## config.mk

```make
export PLATFORM = sky130hd
export DESIGN_NAME = apa_ram
export DESIGN_NICKNAME = d
export VERILOG_FILES = /design/src/design/apa_ram.sv
export SDC_FILE = /design/constraint.sdc
export NUM_CORES = 1
export LEC_CHECK = 0
export BUFFER_PORTS_ARGS = -buffer_cell sky130_fd_sc_hd__buf_2
export CORE_UTILIZATION = 50
export DETAILED_ROUTE_END_ITERATION = 6
export PLACE_DENSITY = 0.67
export REMOVE_ABC_BUFFERS = 1
export SLEW_MARGIN = 20
export SYNTH_ARGS = -nofsm -noshare
export SYNTH_HDL_FRONTEND = slang
export SYNTH_SLANG_ARGS = --single-unit
```

## constraint.sdc

```tcl
create_clock -name clk -period 2.59 [get_ports clk]
set_input_delay 0.518 -clock clk [delete_from_list [all_inputs] [get_ports clk]]
set_output_delay 0.518 -clock clk [all_outputs]
set_load 0.02 [all_outputs]
```

## src/design/apa_ram.sv

```systemverilog
// Generic single-write, single-read synchronous RAM, registered read data.
// No dependencies.
module apa_ram #(
  parameter int W     = 8,
  parameter int DEPTH = 64
) (
  input  logic                     clk,
  input  logic                     we,
  input  logic [$clog2(DEPTH)-1:0] waddr,
  input  logic [W-1:0]             wdata,
  input  logic                     re,
  input  logic [$clog2(DEPTH)-1:0] raddr,
  output logic [W-1:0]             rdata
);

  logic [W-1:0] mem [DEPTH];

  always_ff @(posedge clk) begin
    if (we) begin
      mem[waddr] <= wdata;
    end
    if (re) begin
      rdata <= mem[raddr];
    end
  end

endmodule

```

== Word level (Yosys, flattened, before mapping) ==
Memories as Yosys holds them, arrays and structs flattened. A register that Yosys moved wholly into a read port is not among the register bits.
Index checks and enable logic that the tools add are counted.

* $add $sub $neg: 0
* Multiply operators: 0
* Div/mod/pow operators: 0
* Magnitude comparators: 0
* Equal/unequal tests: 0
* Shifts and indexed selects: 0
* Mux-type cells: 2
* Bitwise operators: 0
* Reduce and logical (&&, ||, !) cells: 0

{| class="wikitable"
|+ Operators by type and width
! cell !! count
|-
| $mux W1 || 2
|}

* Register bits: 0
* Bits in latches: 0
* RAM bits: 512
* Memory bits (read-only): 0
* Input bits: 23
* Output and inout bits: 8
* Logic and storage cells: 3
* Memories kept: 1

{| class="wikitable"
|+ Memories
! name !! words !! width !! read ports !! clocked after memory_dff !! wr ports !! line !! source
|-
| mem || 64 || 8 || 1 || 1 || 1 || 16 || <nowiki>logic [W-1:0] mem [DEPTH];</nowiki>
|}

== Longest topological paths before layout ==
* Depth in word-level cells: 2
* Gate-level depth with buffers: 9

== Worst setup path after synthesis ==
Ideal clock, no wire load.

* Path type: input to register
* From: input raddr[1]
* To: register rdata[3] (read register of mem) (data pin)
* Library setup time: 0.266 ns
* Data arrival time: 2.058 ns
* Data required time: 2.324 ns
* Path slack: 0.266 ns
* Stages on the path: 7
* Path buffers: 3
* Cells stage by stage: buf_4 buf_2 buf_2 mux4_2 mux4_2 o21ai_1 o41ai_1

{| class="wikitable"
|+ RTL lines
! element !! line !! source
|-
| from (decl) || 12 || <nowiki>input logic [$clog2(DEPTH)-1:0] raddr,</nowiki>
|-
| to (decl) || 13 || <nowiki>output logic [W-1:0] rdata</nowiki>
|}

==> impl_metrics.env <==
export IMPL_dp_slack_ns=-0.4523
export IMPL_grt_remaining_overflow=0
export IMPL_firstDrtPassIters=5
export IMPL_hold_viol=0
export IMPL_met2_wirelength_um=21820
export IMPL_max_stage_delay_ns=0.83
export IMPL_track_usage_pct=22.60
export IMPL_critical_path_endpoint_type="flip-flop"
export IMPL_start_util_pct=50.84
export IMPL_arrival_ns=2.80
export IMPL_p_leak_nw=7.613
export IMPL_placed_cells=1589
export IMPL_async_flop_share_pct=0
export IMPL_diodes=0
export IMPL_power_frac_comb_pct=5.6
export IMPL_synthToLayoutAreaGrowth_pct=15.95
export IMPL_crit_family="compound AO/OA/AOI/OAI gates"
export IMPL_synth_warnings=0
export IMPL_gp_congestion=0.8391
export IMPL_ir_drop_uv=451.7
export IMPL_final_cell_count_no_fill=1674
export IMPL_clock_sinks=520
export IMPL_wirelength_um=45040
export IMPL_status="finished, final reports clean"
export IMPL_max_slew_worst_pin_slew_ns=0.9364
export IMPL_fin_util_pct=58.95
export IMPL_synthesis_area_um2=20250
export IMPL_internal_power_mw=13.51
export IMPL_ys_seq_area_share_pct=77.12
export IMPL_place_hpwl_um=29300
export IMPL_cts_root_buf="clkbuf_16"
export IMPL_die_y_um=203.2
export IMPL_drc=0
export IMPL_clk_path_buf_depth=3
export IMPL_cts_setup_buffers=0
export IMPL_tns_ns=0
export IMPL_grt_setup_unrepaired="no"
export IMPL_avgSynthCellArea_um2=21.54
export IMPL_swShare_pct=20.45
export IMPL_crit_chain="clkbuf_8, buf_12, mux4_2, nor2b_1, a2111oi_0, buf_4, o41ai_1"
export IMPL_grt_max_degree=65
export IMPL_post_drt_via_cell_ratio=6.015
export IMPL_drive_above_1_share_pct=32.72
export IMPL_cts_resized=0
export IMPL_fillCellCount=2881
export IMPL_grt_pass1_wl_um=67280
export IMPL_seqPwrFrac_pct=55.1
export IMPL_top_layer="met4"
export IMPL_path_buf_inv=3
export IMPL_hold_buffers=0
export IMPL_fmax_mhz=399.0
export IMPL_drt_iter0_drc=1094
export IMPL_die_x_um=203.2
export IMPL_synth_edff_count=520
export IMPL_cts_clk_slew_worst_paths_ns=0.06
export IMPL_wire_per_inst_um=26.91
export IMPL_wl_met1_um=18820
export IMPL_ant_nets=0
export IMPL_vias=10070
export IMPL_drv_slew=0
export IMPL_ios=31
export IMPL_fin_crit_ns=2.506
export IMPL_dieArea_um2=41300
export IMPL_finClkSkew_ns=0.01471
export IMPL_setup_viol=0
export IMPL_holdCritPathClass="in -> reg"
export IMPL_power_density_nw_per_um2=723.2
export IMPL_nNetsFinal=1139
export IMPL_finalPower_mw=16.98
export IMPL_critPathRequiredTime_ns=2.88
export IMPL_core_area_um2=39820
export IMPL_slowest_stage="a2111oi_0"
export IMPL_clock_latency_ns=0.57
export IMPL_wl_met3_um=2991
export IMPL_relSlewSlack_pct=35.96
export IMPL_ys_ff_latch=520
export IMPL_path_max_fanout=17
export IMPL_tritoncts="done"
export IMPL_netlist_instances=940
export IMPL_grt_pass1_vias=10370
export IMPL_drv_cap=0
export IMPL_grt_antenna_before_repair=0
export IMPL_crit_type="in -> reg"
export IMPL_fin_ws_ns=0.08403
export IMPL_period_share_pct=96.76
export IMPL_p_switching_mw=3.472
export IMPL_cts_inserted_buffers=50
export IMPL_synthDistinctLibCells=39
export IMPL_row_count=73
export IMPL_clockPowerShare_pct=39.3
export IMPL_h_tree_depth=2
export IMPL_numPortBuffers=30
export IMPL_synth_flop_cell="edfxtp_1"
export IMPL_crit_path_start_kind="input port"
[per-layer routing]
| layer | vias up | track usage (%) |
|---|---|---|
| met5 | - | 0 |
| met4 | 0 | 7.385 |
| met3 | 93 | 3.180 |
| met2 | 392 | 36.24 |
| met1 | 5296 | 32.33 |
| li1 | 4288 | - |
[synth_stat cells, drive strengths merged, types with 2 or more instances]
cell / number / share of area (%)
nand3: 13 / 0.32
clkbuf: 17 / 0.32
o21a: 2 / 0.074
a21oi: 3 / 0.074
o221a: 2 / 0.11
o221ai: 8 / 0.35
nor2: 83 / 1.5
nand3b: 3 / 0.11
mux2: 13 / 0.72
o32ai: 2 / 0.087
edfxtp: 520 / 77
nand4: 2 / 0.062
o41ai: 2 / 0.087
a2111oi: 2 / 0.087
nor3: 7 / 0.17
nand2: 19 / 0.35
mux2i: 23 / 1.1
o21ai: 4 / 0.099
a22oi: 3 / 0.11
o2111ai: 3 / 0.13
o2bb2ai: 3 / 0.13
buf: 34 / 1.2
mux4: 126 / 14
a211oi: 4 / 0.15
nand2b: 7 / 0.22
o22ai: 8 / 0.25
nor4: 2 / 0.062
a221oi: 6 / 0.26
nor2b: 14 / 0.43
[logic make-up (layout without fill, tap and decap cells)]
kind of cell    after synthesis  count (layout)  share of synthesized area [%]
simple gates                153             153                          3.374
buf+inv                      51             260                          1.563
mux                         162             162                          15.88
compound gates               54              54                          2.064
flops                       520             520                          77.12
[metrics by stage]
step / hold WS (ns) / cell area [µm²]
6_report: 0.3671 / 23480
3_3_place_gp: 0.8751 / 22000
4_1_cts: 0.3412 / 23470
5_1_grt: 0.3432 / 23480
2_1_floorplan: 0.6169 / 19930
3_5_place_dp: 0.8927 / 22000
[power by group through the flow]
stage	Clock, mW	Combinational [mW]	Sequential [mW]
final	6.67	0.943	9.36
after global routing	7.07	1.00	9.36
after CTS	6.78	0.951	9.36
after detailed placement	0	0.947	9.54
after global placement	0	0.930	9.54
after floorplan	0	0.361	9.54
[flip-flops by register name (all words and copies together), names as in the netlist]
signal,flops
mem,512
rdata,8
[path summary, 6_finish.rpt]
check	from	end	slack, ns	cells after the start
setup / recovery	raddr[0]	rdata[3]	0.08	7
hold / removal	re	rdata[0]	0.37	1
setup reg to reg	mem[2][3]	rdata[3]	0.24	5
hold reg to reg	mem[30][6]	rdata[6]	0.91	3
[cells in the final DEF, fill, tap and decap left out, types with 5 or more instances in the layout]
cell type and instances:
clkinv_1 11, nand3_1 13, mux2i_1 23, buf_2 26
edfxtp_1 520, buf_12 13, nor2b_1 14, buf_4 135
nand2b_1 7, nand2_1 19, o221ai_1 8, nor2_1 83
a221oi_1 6, clkbuf_1 14, nor3_1 7, mux4_2 126
mux2_2 13, clkinv_2 5, clkbuf_16 51, o22ai_1 8
[cell type report]
cell class | instances | area [µm²] | share of cell area [%]
sequential | 520 | 15620 | 66.51
tap | 525 | 656.9 | 2.798
clock buffer | 65 | 1329 | 5.660
multi-input combinational | 369 | 4315 | 18.38
timing repair buffer | 175 | 1418 | 6.038
clock inverter | 20 | 142.6 | 0.6076
No activity file was read; power rests on OpenSTA's default activity.
