--- src/design/apa_pkg.sv ---
// Shared types and constants of the aging pool allocator.
// No dependencies; used by the core and the divider.
package apa_pkg;

  localparam int POOL_SLOTS = 64;
  localparam int SLOT_W     = 6;
  localparam int CNT_W      = 7;
  localparam int TS_W       = 31;
  localparam int CFG_IDX_W  = 2;

  typedef logic [SLOT_W-1:0] slot_t;
  typedef logic [CNT_W-1:0]  cnt_t;
  typedef logic [TS_W-1:0]   ts_t;

  localparam logic [CFG_IDX_W-1:0] CFG_ENABLE   = 2'd0;
  localparam logic [CFG_IDX_W-1:0] CFG_LIFETIME = 2'd1;
  localparam logic [CFG_IDX_W-1:0] CFG_FADE     = 2'd2;

  localparam logic MODE_ALLOC = 1'b0;
  localparam logic MODE_SWEEP = 1'b1;

  // Energy fade: level = 450 - ceil(3*age/20); below 255 only for age > 1300,
  // zero from age 2994 on.
  localparam logic [8:0]  ENERGY_BASE   = 9'd450;
  localparam logic [31:0] ENERGY_AGE_LO = 32'd1300;
  localparam logic [31:0] ENERGY_AGE_HI = 32'd2994;
  localparam logic [15:0] RECIP5        = 16'd13108;

  typedef enum logic [3:0] {
    ST_IDLE,
    ST_EV_RD,
    ST_EV_CHK,
    ST_FREE_RD,
    ST_COMMIT,
    ST_AL_OUT,
    ST_SW_RD,
    ST_SW_CHK,
    ST_SW_DIV,
    ST_SW_PUSH,
    ST_SW_END
  } state_t;

  typedef struct packed {
    logic       fe;
    logic       af;
    logic [7:0] tlev;
    logic       tapp;
    logic [7:0] elev;
    logic       eapp;
    cnt_t       evicted;
    slot_t      slot;
  } res_t;

endpackage

--- src/design/apa_div.sv ---
// Restoring divider for the time fade: quot = floor(255*t / den), t < den.
// Depends on apa_pkg; one quotient bit per cycle.
module apa_div import apa_pkg::*; (
  input  logic       clk,
  input  logic       rst_n,
  input  logic       start,
  input  ts_t        num_t,
  input  ts_t        den,
  output logic       done,
  output logic [7:0] quot
);

  logic [TS_W+7:0] rem_r, rem_nxt;
  ts_t             den_r;
  logic [2:0]      step_r, step_nxt;
  logic            busy_r, busy_nxt;
  logic            done_r, done_nxt;
  logic [7:0]      q_r, q_nxt;
  logic [TS_W+7:0] trial;

  always_comb begin
    trial    = {8'd0, den_r} << step_r;
    rem_nxt  = rem_r;
    q_nxt    = q_r;
    step_nxt = step_r;
    busy_nxt = busy_r;
    done_nxt = 1'b0;
    if (start) begin
      rem_nxt  = {num_t, 8'd0} - {8'd0, num_t};
      q_nxt    = '0;
      step_nxt = 3'd7;
      busy_nxt = 1'b1;
    end else if (busy_r) begin
      if (rem_r >= trial) begin
        rem_nxt        = rem_r - trial;
        q_nxt[step_r]  = 1'b1;
      end
      step_nxt = step_r - 3'd1;
      if (step_r == 3'd0) begin
        busy_nxt = 1'b0;
        done_nxt = 1'b1;
      end
    end
  end

  always_ff @(posedge clk) begin
    if (!rst_n) begin
      busy_r <= 1'b0;
      done_r <= 1'b0;
    end else begin
      busy_r <= busy_nxt;
      done_r <= done_nxt;
    end
    rem_r  <= rem_nxt;
    q_r    <= q_nxt;
    step_r <= step_nxt;
    if (start) begin
      den_r <= den;
    end
  end

  assign done = done_r;
  assign quot = q_r;

endmodule

--- config.mk ---
export PLATFORM = sky130hd
export DESIGN_NAME = apa_div
export DESIGN_NICKNAME = d
export VERILOG_FILES = /design/src/design/apa_pkg.sv /design/src/design/apa_div.sv
export SDC_FILE = /design/constraint.sdc
export NUM_CORES = 1
export LEC_CHECK = 0
export BUFFER_PORTS_ARGS = -buffer_cell sky130_fd_sc_hd__buf_2
export CAP_MARGIN = 0
export CORE_MARGIN = 4
export CORE_UTILIZATION = 45
export DETAILED_ROUTE_END_ITERATION = 7
export GPL_ROUTABILITY_DRIVEN = 0
export PLACE_DENSITY_LB_ADDON = 0.1
export SLEW_MARGIN = 20
export SYNTH_ARGS = -nofsm -noshare
export SYNTH_HDL_FRONTEND = slang
export SYNTH_SLANG_ARGS = --single-unit
--- constraint.sdc ---
create_clock -name clk -period 5.45 [get_ports clk]
set_input_delay 0 -clock clk [delete_from_list [all_inputs] [get_ports clk]]
set_output_delay 0 -clock clk [all_outputs]
set_load 0.02 [all_outputs]
# == Word-level counts from Yosys, hierarchy flattened ==
# Cells that the tools add are included.
# totals
ff_bits,83
wordCells,32
in_bits,65
out_inout_bits,9
# op_classes
order_cmp,3
muxes,9
n_bitwise,3
addsub,3
shift,1
reduce_logical,7
# op_table
op,n
2-to-1 mux 39 bit,3
greater-or-equal comparator 39 bit,1
<< shifter 31 x 3 -> 39 bit,1
subtractor 39 x 31 -> 39 bit,1
subtractor 39 bit,1
OR 8 bit,1
2-to-1 mux 1 bit,5
< comparator 3 x 4 -> 1 bit (second input constant),1
AND reduction 2 bit,2
nonzero test 2 bit,2
demux 1 bit (select 3 bit),1
greater-or-equal comparator 3 x 1 -> 1 bit (second input constant),1
zero test 3 bit,1
OR reduction 3 bit,1
subtractor 3 x 1 -> 3 bit (second input constant),1
NOT 1 bit,2
logical AND 1 bit,1

# == Depth between registers and ports, before layout ==
# depth
depth_word,5
ltp_mapped,16
depth_no_buf,14

# == Least setup slack after synthesis ==
# No wires, ideal clock.
# synth_path
path_type,reg2reg
start,register step_r[0]
end,register rem_r[0] (enable)
arrival_time_ps,3978
setup_time_ps,524
setup_slack_ps,949
stages_incl_launch_ff,15
synth_period_minus_slack_ps,4501
required_time_ps,4926
n_path_buf,3
cell_sequence,dfxtp_1 > buf_2 > clkbuf_1 > clkbuf_1 > mux2i_1 > a21oi_1 > ha_1 > a211oi_1 > nor2_1 > nor3_1 > o311ai_2 > o311ai_1 > o21ai_1 > nand2_1 > nand2_1
# synth_via
elab_chain_len,4
# synth_lines
element,line_no,rtl
start: declaration,apa_div.sv:15,"logic [2:0] step_r, step_nxt;"
start signal: assignment,apa_div.sv:56,step_r <= step_nxt;
<< shifter 31 x 3 -> 39 bit,apa_div.sv:22,"trial = {8'd0, den_r} << step_r;"
greater-or-equal comparator 39 bit,apa_div.sv:34,if (rem_r >= trial) begin
nonzero test 2 bit (no line),n/a,
AND reduction 2 bit (no line),n/a,
end signal: assignment,apa_div.sv:54,rem_r <= rem_nxt;
end: declaration,apa_div.sv:13,"logic [TS_W+7:0] rem_r, rem_nxt;"
# No other way between the ends.
# A chain may end at the register's enable or synchronous reset.

# == Final worst setup path ==
# layout_path
start,register step_r[0]
end,register rem_r[8] (enable)
# The elaborated chain is that of the path after synthesis.

==> run metrics <==
outcome complete, no violations; Tightest Pin Transition 0.906 ns; largest net degree at the start of global routing 58; worst vdd ir 0.231 mV; first-pass GRT wire length 35.7 mm; FF-to-FF path depth 13; Worst setup EP type flip-flop; layout cells sized above 1 0.134; GRT overflow 0; Worst path most repeated cell nand2_1; FP Rows 48; Synth async-reset ratio 0; Setup Crit Path Kind flip-flop to flip-flop; area grow syn2layout 14.0%; clock slew at reported path FFs 0.06 ns; crit path cell chain clkinv_1, o31a_1, mux2i_1, ha_1, nand4_1, a21oi_1, nor3_1, o311ai_2, o311ai_1, o21ai_1, nand2_1, nand2_1, buf_12; Total Power 3.70 mW; placed cell count 1166; sequential area share after synthesis 0.291; CP Max Fanout 31; CTS H-Tree Depth 3; max_cap viols 0; RSZ-0062 raised after global routing false; DR iter-0 viols 427; worst hold path type input pin to flip-flop; fin crit share 0.852; Largest delay share family, worst path compound AO/OA/AOI/OAI gates; Post-CTS Setup Bufs 0; Critical Path Stages 13; Slew HR 0.395; syn_area_per_cell 8.94 sq um; number of I/O pins 74; # resized after CTS 0; post-layout min period 4.64 ns; nets@finish 1114; CTS root buffer clkbuf_16; vias in the first global route 6763; Worst Path Buf+Inv 2; Unique masters post-synth 74; Worst EP required 5.53 ns; Final HPWL DP 17.7 mm; chip height 142 um; cts bufs inserted 9; Via density 5.93; static leakage 3.91 nW; f_max 215 MHz; Yosys reg bits 83; GRT Total Usage 0.222; Starting Density 0.464; die span in x 142 um; DRC violation count after routing 0; Setup crit start kind flip-flop; clock sinks 83; fill count 1633; hold depth 2; Buffers on Ports 73; commonest non-fill, non-tap cell in the layout a21oi_1; worst-case clock skew 0.00780 ns; post-route insts no fill 1214; number of flops mapped to enable cells by yosys 70; most frequent cells in the layout a21oi_1, nand2_1, buf_2; CTS max path bufs 2; fin. max-slew vios 0; Slowest-stage cell, CP dfxtp_2; drt wl/cell 18.7 um; Routed WL 22.8 mm; CTS tree done; Post-Synthesis Cells 907; PwrDens 400 nW/um^2; hold violation count in the final report 0; Setup TNS 0 ns; first-pass iteration count of the detailed router 5; mapped cell area 8110 sq um; Critical Path Max Stage Delay 0.69 ns; initial antenna violation count 0; DR vias 7193; syn nets 1037; top_reg_cell synth edfxtp_1; ant diodes 0; die area 20200 sq um; Worst EP arrival 4.73 ns; # setup viols final 0; area of the core 17500 sq um; yosys warns 0; antenna viol nets, final 0; worst-skew pair later-pin latency 0.34 ns
==> repair_timing <==
| item | CTS | global route |
|---|---|---|
| endpoints found under the hold margin | 33 | 0 |
| setup endpoints to repair | 0 | 0 |
| hold buffers | 32 | 0 |
==> sequential cells by signal, indices dropped and copies added (netlist names) <==
signal  cells
step_r      3
rem_r      39
den_r      31
busy_r      1
quot        8
done        1
==> cell type report <==
cell class,count,area [sq um],share of cell area
tap,225,282,0.0304
timing repair buffer,112,751,0.0812
multi-input combinational,725,5370,0.580
inverter,53,199,0.0215
sequential,83,2360,0.256
clock buffer,14,275,0.0298
clock inverter,2,10.0,0.00108
==> per-layer routing <==
metal | GRT usage | wire length [um] | vias to the layer above
li1 | - | - | 3589
met1 | 0.300 | 10200 | 3414
met2 | 0.378 | 11300 | 161
met3 | 0.0269 | 849 | 29
met4 | 0.0551 | 411 | 0
met5 | 0 | 0 | -
==> through the flow <==
stage,util,hold WS [ns],setup slack (ns),cell area [sq um]
global placement,0.494,0.177,1.00,8640
global route,0.529,0.0543,0.376,9250
detailed placement,0.494,0.178,0.807,8640
finish,0.529,0.0648,0.805,9250
CTS,0.529,0.0486,0.771,9250
floorplan,-,0.0989,0.949,8110
==> power by group <==
group	internal (mW)	switching, mW
clock network	0.348	0.246
registers	0.894	0.0999
logic	0.865	1.24
==> cell usage after synthesis (10+ instances only) <==
cell      count  area share
a21o_1       35       0.032
mux2i_1      38       0.047
mux4_2       22       0.061
xnor2_1      35       0.038
clkbuf_1     35       0.016
inv_1        51       0.024
nor3_1       15      0.0093
o211ai_1     15       0.014
o21ai_0      50       0.031
a21oi_1      99       0.061
edfxtp_1     70        0.26
dfxtp_1      13       0.032
nand2_1      84       0.039
and3_1       14       0.011
nor2_1       47       0.022
nor2b_1      11      0.0085
ha_1         64       0.099
xor2_1       25       0.027
nand4_1      14       0.011
o21bai_1     10      0.0093
a211oi_1     11       0.010
nand3_1      19       0.012
==> worst register-to-register path, delay by kind of cell, from the launching register on <==
family | cells | cell delay [ns]
AOI/OAI and AO/OA | 5 | 1.34
and+or+nand+nor | 4 | 1.02
muxes | 1 | 0.17
adders and majority gates | 1 | 0.31
DFF | 1 | 0.69
buffers and inverters | 2 | 0.83
==> worst paths after layout <==
check                               start   endpoint  slack (ns)
worst max register to register  step_r[0]   rem_r[8]        0.81
worst min-delay path            num_t[29]  rem_r[37]        0.06
worst min register to register    quot[5]    quot[5]        0.46
worst max-delay path            step_r[0]   rem_r[8]        0.81
==> cells by family after synthesis <==
| logic type | share of synthesized area |
|---|---|
| compound gates | 0.245 |
| simple gates | 0.138 |
| buf+inv | 0.0468 |
| flops | 0.291 |
| fa+ha+maj | 0.101 |
| mux | 0.112 |
| xor+xnor | 0.0648 |
(Power assumes the default switching activity.)
